$ cat config.mk
export PLATFORM = sky130hd
export DESIGN_NAME = bounding_sphere_merge_core
export DESIGN_NICKNAME = d
export VERILOG_FILES = /design/src/rtl/core/bsm_pkg.sv /design/src/rtl/core/bounding_sphere_merge_core.sv /design/src/rtl/core/bsm_iter_unit.sv
export SDC_FILE = /design/constraint.sdc
export NUM_CORES = 2
export LEC_CHECK = 0
export BUFFER_PORTS_ARGS = -buffer_cell sky130_fd_sc_hd__buf_2
export CORE_ASPECT_RATIO = 1.5
export CORE_MARGIN = 3
export CORE_UTILIZATION = 55
export CTS_CLUSTER_DIAMETER = 120
export DETAILED_ROUTE_END_ITERATION = 6
export PLACE_DENSITY_LB_ADDON = 0.12
export SLEW_MARGIN = 20
export SYNTH_ARGS = -nofsm -noshare
export SYNTH_HDL_FRONTEND = slang
export SYNTH_SLANG_ARGS = --single-unit
$ cat constraint.sdc
create_clock -name clk_i -period 37.1 [get_ports clk_i]
set_input_delay 3.71 -clock clk_i [delete_from_list [all_inputs] [get_ports clk_i]]
set_output_delay 3.71 -clock clk_i [all_outputs]
set_load 0.005 [all_outputs]
$ cat src/rtl/core/bsm_pkg.sv
package bsm_pkg;

  localparam int unsigned CoordW  = 32;
  localparam int unsigned RadiusW = 31;
  localparam int unsigned DiffW   = 33;
  localparam int unsigned SqW     = 68;
  localparam int unsigned RootW   = 34;
  localparam int unsigned ProdW   = 66;

  localparam logic signed [CoordW-1:0] CenterMax = 32'sh7FFF_FFFF;
  localparam logic signed [CoordW-1:0] CenterMin = 32'sh8000_0000;
  localparam logic [RadiusW-1:0] RadiusMax = 31'h7FFF_FFFF;

  // operation codes for the shared unit
  typedef enum logic [1:0] {
    OP_SQRT = 2'd0,
    OP_DIV  = 2'd1
  } bsm_op_e;

  // request and status between the sequencer and the shared unit
  typedef struct packed {
    logic            start;
    bsm_op_e         op;
    logic [ProdW-1:0] num;
    logic [RootW-1:0] den;
  } bsm_unit_req_t;

  typedef struct packed {
    logic            done;
    logic [ProdW-1:0] result;
  } bsm_unit_rsp_t;

endpackage

$ cat src/rtl/core/bounding_sphere_merge_core.sv
// Running bounding sphere of a stream of Q16.16 spheres. Every accepted request
// answers with one result, the running sphere after the update. A start request
// (or the first after reset) loads the sphere directly; a merge takes a 32-bit
// square per axis and a 34-step square root, and when the center moves, per axis
// a 32x34 multiply, a 66-step long division and the update, all on one shared
// sqrt/divide unit.
// in_stall_o is high while an item is in work or its result waits.
module bounding_sphere_merge_core
  import bsm_pkg::*;
(
  input  logic                      clk_i,
  input  logic                      rst_ni,
  input  logic                      in_valid_i,
  output logic                      in_stall_o,
  input  logic signed [CoordW-1:0]  center_x_i,
  input  logic signed [CoordW-1:0]  center_y_i,
  input  logic signed [CoordW-1:0]  center_z_i,
  input  logic [RadiusW-1:0]        radius_i,
  input  logic                      start_req_i,
  output logic                      out_valid_o,
  input  logic                      out_stall_i,
  output logic signed [CoordW-1:0]  out_center_x_o,
  output logic signed [CoordW-1:0]  out_center_y_o,
  output logic signed [CoordW-1:0]  out_center_z_o,
  output logic [RadiusW-1:0]        out_radius_o
);

  typedef enum logic [9:0] {
    ST_IDLE  = 10'b00_0000_0001,
    ST_DIFF  = 10'b00_0000_0010,
    ST_SQ    = 10'b00_0000_0100,
    ST_SQRT  = 10'b00_0000_1000,
    ST_CMP   = 10'b00_0001_0000,
    ST_MUL   = 10'b00_0010_0000,
    ST_DIV   = 10'b00_0100_0000,
    ST_MOVE  = 10'b00_1000_0000,
    ST_OUT   = 10'b01_0000_0000,
    ST_WAIT  = 10'b10_0000_0000
  } state_e;

  state_e state_q, state_d;
  logic   rvalid_q;
  logic   out_valid_q;
  logic [1:0] axis_q;
  logic   sq_go_q;
  logic   start_q;
  logic   merge_move;

  logic signed [CoordW-1:0] rc_q [3];
  logic [RadiusW-1:0]       rr_q;
  logic signed [CoordW-1:0] ic_q [3];
  logic [RadiusW-1:0]       ir_q;
  logic signed [DiffW-1:0]  d_q [3];
  logic [SqW-1:0]           acc_q;
  logic [RootW-1:0]         dist_q;
  logic [RootW-1:0]         k_q;

  bsm_unit_req_t unit_req;
  bsm_unit_rsp_t unit_rsp;

  bsm_iter_unit u_unit (
    .clk_i  (clk_i),
    .rst_ni (rst_ni),
    .req_i  (unit_req),
    .rsp_o  (unit_rsp)
  );

  logic in_acc;
  assign in_acc = in_valid_i && !in_stall_o;
  assign in_stall_o = (state_q != ST_IDLE);

  logic signed [DiffW-1:0] d_cur;
  logic signed [DiffW-1:0] d_neg;
  logic [DiffW-2:0] mag_cur;
  logic [RootW-1:0] mul_b;
  logic [ProdW-1:0] mul_out;
  logic [RootW+1:0] sum_ri;
  logic [RootW+1:0] sum_ir;
  logic [RootW+1:0] nr_full;
  logic [RootW+1:0] nr_half;
  logic signed [RootW+1:0] step_s;
  logic signed [RootW+1:0] moved;

  // shared magnitude and multiplier (offset magnitudes fit 32 bits)
  always_comb begin
    d_cur   = d_q[axis_q];
    d_neg   = -d_cur;
    mag_cur = d_cur[DiffW-1] ? d_neg[DiffW-2:0] : d_cur[DiffW-2:0];
    mul_b   = (state_q == ST_SQ) ? RootW'(mag_cur) : k_q;
    mul_out = ProdW'(mag_cur) * ProdW'(mul_b);
  end

  always_comb begin
    sum_ri  = (RootW+2)'(dist_q) + (RootW+2)'(ir_q);
    sum_ir  = (RootW+2)'(dist_q) + (RootW+2)'(rr_q);
    nr_full = sum_ri + (RootW+2)'(rr_q);
    nr_half = nr_full >> 1;
    step_s  = (RootW+2)'(unit_rsp.result[RootW-1:0]);
    moved   = d_q[axis_q][DiffW-1] ? (RootW+2)'(rc_q[axis_q]) - step_s
                                  : (RootW+2)'(rc_q[axis_q]) + step_s;
  end

  always_comb begin
    unit_req.start = 1'b0;
    unit_req.op    = OP_SQRT;
    unit_req.num   = ProdW'(acc_q);
    unit_req.den   = dist_q;
    if (state_q == ST_SQ && axis_q == 2'd3) begin
      unit_req.start = 1'b1;
    end else if (state_q == ST_MUL && sq_go_q) begin
      unit_req.start = 1'b1;
      unit_req.op    = OP_DIV;
      unit_req.num   = mul_out;
    end
  end

  assign merge_move = !((RootW+2)'(rr_q) >= sum_ri) && !((RootW+2)'(ir_q) >= sum_ir)
                      && (dist_q > RootW'(1));

  // sequencer
  always_comb begin
    state_d = state_q;
    case (state_q)
      ST_IDLE: if (in_acc) state_d = ST_DIFF;
      ST_DIFF: state_d = (start_q || !rvalid_q) ? ST_OUT : ST_SQ;
      ST_SQ:   if (axis_q == 2'd3) state_d = ST_SQRT;
      ST_SQRT: if (unit_rsp.done) state_d = ST_CMP;
      ST_CMP:  state_d = ST_OUT;
      ST_MUL:  if (sq_go_q) state_d = ST_DIV;
      ST_DIV:  if (unit_rsp.done) state_d = ST_MOVE;
      ST_MOVE: state_d = (axis_q == 2'd2) ? ST_OUT : ST_MUL;
      ST_OUT:  state_d = ST_WAIT;
      ST_WAIT: if (!out_stall_i) state_d = ST_IDLE;
      default: state_d = ST_IDLE;
    endcase
    if (state_q == ST_CMP && merge_move) state_d = ST_MUL;
  end

  always_ff @(posedge clk_i or negedge rst_ni) begin
    if (!rst_ni) begin
      state_q     <= ST_IDLE;
      rvalid_q    <= 1'b0;
      out_valid_q <= 1'b0;
      axis_q      <= '0;
      sq_go_q     <= 1'b0;
      for (int i = 0; i < 3; i++) rc_q[i] <= '0;
      rr_q        <= '0;
    end else begin
      state_q <= state_d;
      sq_go_q <= 1'b0;
      case (state_q)
        ST_DIFF: begin
          axis_q <= '0;
          if (start_q || !rvalid_q) begin
            for (int i = 0; i < 3; i++) rc_q[i] <= ic_q[i];
            rr_q     <= ir_q;
            rvalid_q <= 1'b1;
          end
        end
        ST_SQ: if (axis_q != 2'd3) axis_q <= axis_q + 2'd1;
        ST_CMP: begin
          axis_q  <= '0;
          sq_go_q <= 1'b1;
          if ((RootW+2)'(rr_q) >= sum_ri) begin
          end else if ((RootW+2)'(ir_q) >= sum_ir) begin
            for (int i = 0; i < 3; i++) rc_q[i] <= ic_q[i];
            rr_q <= ir_q;
          end else begin
            rr_q <= (nr_half > (RootW+2)'(RadiusMax)) ? RadiusMax
                                                    : nr_half[RadiusW-1:0];
          end
        end
        ST_MOVE: begin
          if (moved > (RootW+2)'(CenterMax)) rc_q[axis_q] <= CenterMax;
          else if (moved < (RootW+2)'(CenterMin)) rc_q[axis_q] <= CenterMin;
          else rc_q[axis_q] <= moved[CoordW-1:0];
          axis_q  <= axis_q + 2'd1;
          sq_go_q <= 1'b1;
        end
        default: ;
      endcase
      if (state_q == ST_OUT) out_valid_q <= 1'b1;
      else if (out_valid_q && !out_stall_i) out_valid_q <= 1'b0;
    end
  end

  // datapath registers
  always_ff @(posedge clk_i) begin
    if (in_acc) begin
      ic_q[0] <= center_x_i;
      ic_q[1] <= center_y_i;
      ic_q[2] <= center_z_i;
      ir_q    <= radius_i;
      start_q <= start_req_i;
    end
    case (state_q)
      ST_DIFF: begin
        for (int i = 0; i < 3; i++) d_q[i] <= DiffW'(ic_q[i]) - DiffW'(rc_q[i]);
        acc_q <= '0;
      end
      ST_SQ: if (axis_q != 2'd3) acc_q <= acc_q + SqW'(mul_out);
      ST_SQRT: if (unit_rsp.done) dist_q <= unit_rsp.result[RootW-1:0];
      ST_CMP: k_q <= RootW'(nr_half - (RootW+2)'(rr_q));
      default: ;
    endcase
  end

  assign out_valid_o    = out_valid_q;
  assign out_center_x_o = rc_q[0];
  assign out_center_y_o = rc_q[1];
  assign out_center_z_o = rc_q[2];
  assign out_radius_o   = rr_q;

endmodule

$ cat src/rtl/core/bsm_iter_unit.sv
// shared iterative unit: restoring square root (2 bits a cycle) or long division
// (1 bit a cycle)
module bsm_iter_unit
  import bsm_pkg::*;
(
  input  logic          clk_i,
  input  logic          rst_ni,
  input  bsm_unit_req_t req_i,
  output bsm_unit_rsp_t rsp_o
);

  localparam int unsigned CntW = 7;
  localparam logic [CntW-1:0] SqrtSteps = 7'd34;
  localparam logic [CntW-1:0] DivSteps  = 7'd66;

  logic             busy_q, busy_d;
  logic             done_q, done_d;
  bsm_op_e          op_q, op_d;
  logic [CntW-1:0]  cnt_q, cnt_d;
  logic [SqW-1:0]   src_q, src_d;
  logic [RootW+1:0] rem_q, rem_d;
  logic [ProdW-1:0] res_q, res_d;
  logic [RootW-1:0] den_q, den_d;

  logic [RootW+1:0] sq_rem;
  logic [RootW+1:0] sq_trial;
  logic [RootW+1:0] dv_rem;

  always_comb begin
    busy_d = busy_q;
    done_d = 1'b0;
    op_d   = op_q;
    cnt_d  = cnt_q;
    src_d  = src_q;
    rem_d  = rem_q;
    res_d  = res_q;
    den_d  = den_q;
    sq_rem   = {rem_q[RootW-1:0], src_q[SqW-1 -: 2]};
    sq_trial = {res_q[RootW-1:0], 2'b01};
    dv_rem   = {rem_q[RootW:0], src_q[SqW-1]};
    if (req_i.start) begin
      busy_d = 1'b1;
      op_d   = req_i.op;
      cnt_d  = (req_i.op == OP_SQRT) ? SqrtSteps : DivSteps;
      src_d  = (req_i.op == OP_SQRT) ? SqW'(req_i.num)
                                     : {req_i.num, 2'b00};
      rem_d  = '0;
      res_d  = '0;
      den_d  = req_i.den;
    end else if (busy_q) begin
      case (op_q)
        OP_SQRT: begin
          src_d = {src_q[SqW-3:0], 2'b00};
          if (sq_rem >= sq_trial) begin
            rem_d = sq_rem - sq_trial;
            res_d = {res_q[ProdW-2:0], 1'b1};
          end else begin
            rem_d = sq_rem;
            res_d = {res_q[ProdW-2:0], 1'b0};
          end
        end
        OP_DIV: begin
          src_d = {src_q[SqW-2:0], 1'b0};
          if (dv_rem >= {2'b00, den_q}) begin
            rem_d = dv_rem - {2'b00, den_q};
            res_d = {res_q[ProdW-2:0], 1'b1};
          end else begin
            rem_d = dv_rem;
            res_d = {res_q[ProdW-2:0], 1'b0};
          end
        end
        default: ;
      endcase
      cnt_d = cnt_q - 1'b1;
      if (cnt_q == 7'd1) begin
        busy_d = 1'b0;
        done_d = 1'b1;
      end
    end
  end

  always_ff @(posedge clk_i or negedge rst_ni) begin
    if (!rst_ni) begin
      busy_q <= 1'b0;
      done_q <= 1'b0;
      cnt_q  <= '0;
      op_q   <= OP_SQRT;
    end else begin
      busy_q <= busy_d;
      done_q <= done_d;
      cnt_q  <= cnt_d;
      op_q   <= op_d;
    end
  end

  always_ff @(posedge clk_i) begin
    src_q <= src_d;
    rem_q <= rem_d;
    res_q <= res_d;
    den_q <= den_d;
  end

  assign rsp_o.done   = done_q;
  assign rsp_o.result = res_q;

endmodule

Word-level counts from Yosys, hierarchy flattened:

Memories as Yosys holds them, arrays and structs flattened.
Index checks and enable logic that the tools add are counted.
Widths: inputs -> output; s select.

* bits of input ports: 132
* register bits after elaboration: 492
* memories: 2
* bits in writable memories: 195
* output and inout bits: 129
* logic and storage cells: 181

Memory list
* d_q: depth 3, bits a word 33, rd ports 1, clocked after memory_dff 0, wr ports 3, line bounding_sphere_merge_core.sv:53 `logic signed [DiffW-1:0] d_q [3];`
* ic_q: depth 3, bits a word 32, rd ports 3, clocked after memory_dff 0, wr ports 3, line bounding_sphere_merge_core.sv:51 `logic signed [CoordW-1:0] ic_q [3];`

* order comparisons: 10
* equality and inequality tests: 26
* bitwise operators: 7
* reduce and logical (&&, ||, !) cells: 35
* $mul: 1
* mux-type cells: 63
* $add $sub $neg: 15

Operators by type and width (count)
* $mux 96: 5
* $mux 68: 5
* $pmux 96 s3: 1
* $pmux 68 s2: 2
* $mux 32: 4
* $mux 31: 4
* $pmux 10 s10: 1
* $sub 32x32->33: 3
* $bwmux 96: 1
* $and 93x93->93: 1
* $not 93->93: 1
* $or 93x93->93: 1
* $add 34x31->35: 2
* $ge 31x35->1: 2
* $mux 10: 7
* $mux 35: 2
* $pmux 35 s2: 1
* $mux 69: 1
* $add 68x66->68: 1
* $pmux 34 s2: 1
* $mul 32x34->66: 1
* $bmux 32 s2: 1
* $demux 32 s2: 1
* $pmux 31 s2: 1
* 58 further kinds: 107

Depth between registers and ports, before layout:

* depth in word-level cells: 10
* depth in mapped cells: 54

By module:

A second synthesis with hierarchy kept.

* cell total of the unflattened synthesis: 10159
* area, all modules: 88142.0 um2

By module, submodules not included
* bounding_sphere_merge_core: times used 1, area an instance 74236.2 um2, sequential area each 14395.1 um2, cells each 8481
* bsm_iter_unit: times used 1, area an instance 13905.8 um2, sequential area each 5360.1 um2, cells each 1678

Least setup slack after synthesis:

Ideal clock, no wire load.

* path kind: flip-flop to flip-flop
* from: register axis_q[1]
* to: register acc_q[59], data pin
* buffers on the path: 3
* cell stages (with the launch flop): 46
* data required time: 36.834 ns
* slack: 24.920 ns
* arrival time: 11.914 ns
* path through: dfrtp_1 inv_1 clkbuf_1 mux2i_1 nand3_1 nor3_2 nand4_1 o21ai_0 xnor2_1 a21o_1 clkbuf_1 nor2_1 fa_1 inv_1 fa_1 fa_1 fa_1 inv_1 (+10 left out) a31oi_1 a21o_1 a21o_1 a221o_1 a21oi_1 xnor2_1 ha_1 and3_1 nor2b_1 o21bai_1 o211ai_1 a211oi_1 a21oi_1 o211a_1 a221o_1 a21oi_1 xor2_1 nor2_1

* word-level cells in the longest chain between the ends: 8

RTL lines
* start: declaration: line bounding_sphere_merge_core.sv:44 `logic [1:0] axis_q;`
* start signal: assignment: line bounding_sphere_merge_core.sv:160 `ST_SQ: if (axis_q != 2'd3) axis_q <= axis_q + 2'd1;`
* start signal: assignment: line bounding_sphere_merge_core.sv:177 `axis_q <= axis_q + 2'd1;`
* $mem_v2 3x33 *
* $neg 32->32: line bounding_sphere_merge_core.sv:87 `d_neg = -d_cur;`
* $mux 32 *: line bounding_sphere_merge_core.sv:88 `mag_cur = d_cur[DiffW-1] ? d_neg[DiffW-2:0] : d_cur[DiffW-2:0];`
* $mux 34: line bounding_sphere_merge_core.sv:89 `mul_b = (state_q == ST_SQ) ? RootW'(mag_cur) : k_q;`
* $mul 32x34->66 *: line bounding_sphere_merge_core.sv:90 `mul_out = ProdW'(mag_cur) * ProdW'(mul_b);`
* $add 68x66->68 *: line bounding_sphere_merge_core.sv:201 `ST_SQ: if (axis_q != 2'd3) acc_q <= acc_q + SqW'(mul_out);`
* $mux 68 *: line bounding_sphere_merge_core.sv:201
* $pmux 68 s2 *: line bounding_sphere_merge_core.sv:196 `case (state_q)`
* end signal: assignment: line bounding_sphere_merge_core.sv:201
* end: declaration: line bounding_sphere_merge_core.sv:54 `logic [SqW-1:0] acc_q;`

Mark *: on every way between the ends. The rest lies on a longest branch, timed or not. The select of a mux whose other input is x is not followed.
A chain may end at the register's enable or synchronous reset.

Worst setup path after layout:

* from: register axis_q[1]
* to: register acc_q[63], data pin

Same word-level chain as after synthesis.

==> flow_summary.toml <==
[status]
run_status = "finished with violations"
violations = "design-rule violations"

[clock_tree]
h-tree-depth = 3
numCtsBuffers = 75
ctsResizeCount = 0
path_clk_slew_ps = 60
clock_latency_ps = 730
clockRootBuffer = "clkbuf_16"
postCtsSetupBuffers = 0
cts_tree = "done"
cts_sinks = 684
ctsHoldBuffers = 0
clock_path_buffers = 3

[route]
first_iter_violations = 6768
ant_nets = 0
drt-vias-per-instance = 6.27
wl_per_cell_um = 28.1
vias = 73800
wl_um = 331000
drtPass1Iterations = 7
drc = 4

[synth]
synth_cells = 9555
synth_warnings = 0
avgSynthCellArea_sq_um = 9.02
synthArstFlopShare_pct = 22.2
yosysMostFrequentCell = "inv_1"
yosysTopAreaCell = "fa_1"
syn_area_sq_um = 86200
synthTopCellsByArea = "fa_1 (22%), edfxtp_1 (16%), ha_1 (11%)"
synth_common_cells = "inv_1 (1372), nor2_1 (994), nand2_1 (971), fa_1 (966), ha_1 (727)"
synth_edf_count = 463
synth_top_area_share_pct = 22.4
ys_types = 99
synth_flop_cell = "edfxtp_1"
ys_seq_area_share_pct = 22.2
syn_nets = 11400
ys_ff_latch = 684

[critical_path]
critPathMaxFanout = 43
crit_arrival_ps = 15580
critPathKind = "flip-flop to flip-flop"
cp-start-kind = "flip-flop"
crit_path_end_kind = "flip-flop"
cp_slowest_stage_delay_ps = 930
cp_slowest_cell = "a211oi_1"
cpMostUsedCell = "fa_1"
worst_ep_required_time_ps = 37550

[timing]
fmax_mhz = 66.1
timing.setup.tns_ps = 0
clock_skew_ps = 61.5
finalMaxSlewViolations = 0
fin_crit_ps = 15130
relSlewSlack_pct = 21.9
rsz0062_at_grt = "no"
final_hold_viol_count = 0
worstMarginPinSlew_ps = 1160
setup_viol = 0
post-route-period-util_pct = 40.8

[global_routing]
track_usage_pct = 40.9
antenna_found_initial = 19
use_met2_pct = 65.9
grt_max_degree = 117
grtUsageMet1_pct = 45.9
grt_pass1_wl_um = 486000
first_global_vias = 75100
top_usage_layer = "met2"
use_met3_pct = 8.94
grt_overflow = 0

[place]
dp_hpwl_um = 265000
port-buffer-count = 260
place.gp.congestion = 1.04

[floorplanning]
rows = 177
initial_core_util_pct = 55.4
io_pins = 261
die_w_um = 329
fp.coreArea_sq_um = 155000
dieArea_sq_um = 162000
die_h_um = 491

[finish]
synthToLayoutAreaGrowth_pct = 7.84
fin_nets = 11500
drive_gt1_share_pct = 7.49

[worst_hold_path]
min_path_type = "flip-flop to flip-flop"

[job]
drv_cap = 0
==> final cells by class <==
| class | count | area [sq um] |
|---|---|---|
| timing repair buffer | 422 | 2540 |
| clock inverter | 52 | 696 |
| multi-input combinational | 7100 | 60900 |
| clock buffer | 88 | 1960 |
| sequential | 684 | 19100 |
| fill | 13900 | 62500 |
| inverter | 1375 | 5170 |
| tap | 2058 | 2570 |
| antenna | 6 | 15.0 |
==> registers in the layout, indices dropped and copies added, names as in the netlist, 34 cells and up <==
signal / flops
d_q: 99
u_unit.rem_q: 35
ic_q: 96
u_unit.den_q: 34
acc_q: 66
u_unit.src_q: 68
dist_q: 34
u_unit.res_q: 34
k_q: 34
==> stage by stage <==
stage	std cells	setup slack (ps)	hold slack (ps)	utilization (%)	area (sq um)
after CTS	11800	22130	489	59.7	92900
after detailed placement	11600	22100	471	58.0	90200
after global placement	11600	22270	441	58.0	90200
after global routing	11800	21150	508	59.8	92900
final	11800	21970	478	59.8	92900
after floorplan	9555	24920	403	-	86200
==> per-layer routing <==
layer / wire length [um] / vias to the layer above
li1: - / 32400
met1: 114000 / 36400
met2: 153000 / 3803
met3: 27200 / 1273
met4: 36300 / 10
met5: 69 / -
==> path summary, 6_finish.rpt <==
path / startpoint / endpoint / slack [ps] / depth (start not counted)
worst max-delay path: axis_q[1]$_DFFE_PN0P_ / acc_q[63]$_SDFFCE_PP0P_ / 21970 / 42
worst min-delay path: rvalid_q$_DFFE_PN0P_ / rvalid_q$_DFFE_PN0P_ / 480 / 1
worst max register to register: axis_q[1]$_DFFE_PN0P_ / acc_q[63]$_SDFFCE_PP0P_ / 21970 / 42
worst min register to register: rvalid_q$_DFFE_PN0P_ / rvalid_q$_DFFE_PN0P_ / 480 / 1
max in group asynchronous: rst_ni / axis_q[1]$_DFFE_PN0P_ / 31790 / 3
min in group asynchronous: rst_ni / out_center_x_o[11]$_DFFE_PN0P_ / 2920 / 1
==> placed cells by master, fill, tap and decap left out, types with 41 or more instances in the layout <==
| cell type | count |
|---|---|
| and2_1 | 43 |
| o21bai_1 | 94 |
| mux2i_1 | 175 |
| dfrtp_1 | 147 |
| o21a_1 | 110 |
| o21ai_0 | 364 |
| xnor2_1 | 288 |
| a211oi_1 | 73 |
| nand2b_1 | 101 |
| dfxtp_1 | 69 |
| inv_1 | 1368 |
| and3_1 | 60 |
| clkbuf_16 | 76 |
| xor2_1 | 173 |
| nor3_1 | 101 |
| a221o_1 | 62 |
| nand3_1 | 101 |
| nor2b_1 | 61 |
| nand2_1 | 971 |
| a31oi_1 | 58 |
| buf_2 | 259 |
| edfxtp_1 | 463 |
| ha_1 | 727 |
| nor2_1 | 990 |
| or3_1 | 41 |
| o211ai_1 | 45 |
| a21oi_1 | 486 |
| nand4_1 | 64 |
| buf_4 | 161 |
| a21o_1 | 243 |
| fa_1 | 966 |
==> cell families after synthesis <==
kind of cell    count (synthesis)  synth area share (%)
mux                           208                  2.46
compound gates               1992                  15.6
buf+inv                      1771                  7.82
simple gates                 2707                  13.9
xor+xnor                      500                  5.08
flops                         684                  22.2
fa+ha+maj                    1693                  33.0
==> worst max-delay path: cells and delay by family (launching register included) <==
| kind | cells | cell delay, ps |
|---|---|---|
| buf+inv | 5 | 1070 |
| compound gates | 10 | 3430 |
| mux | 1 | 690 |
| flops | 1 | 650 |
| simple gates | 13 | 3140 |
| xor+xnor | 3 | 970 |
| fa+ha+maj | 10 | 4900 |
Power is not shown: default switching activity piles up to over one toggle a cycle in this logic, so the estimate is an artifact.
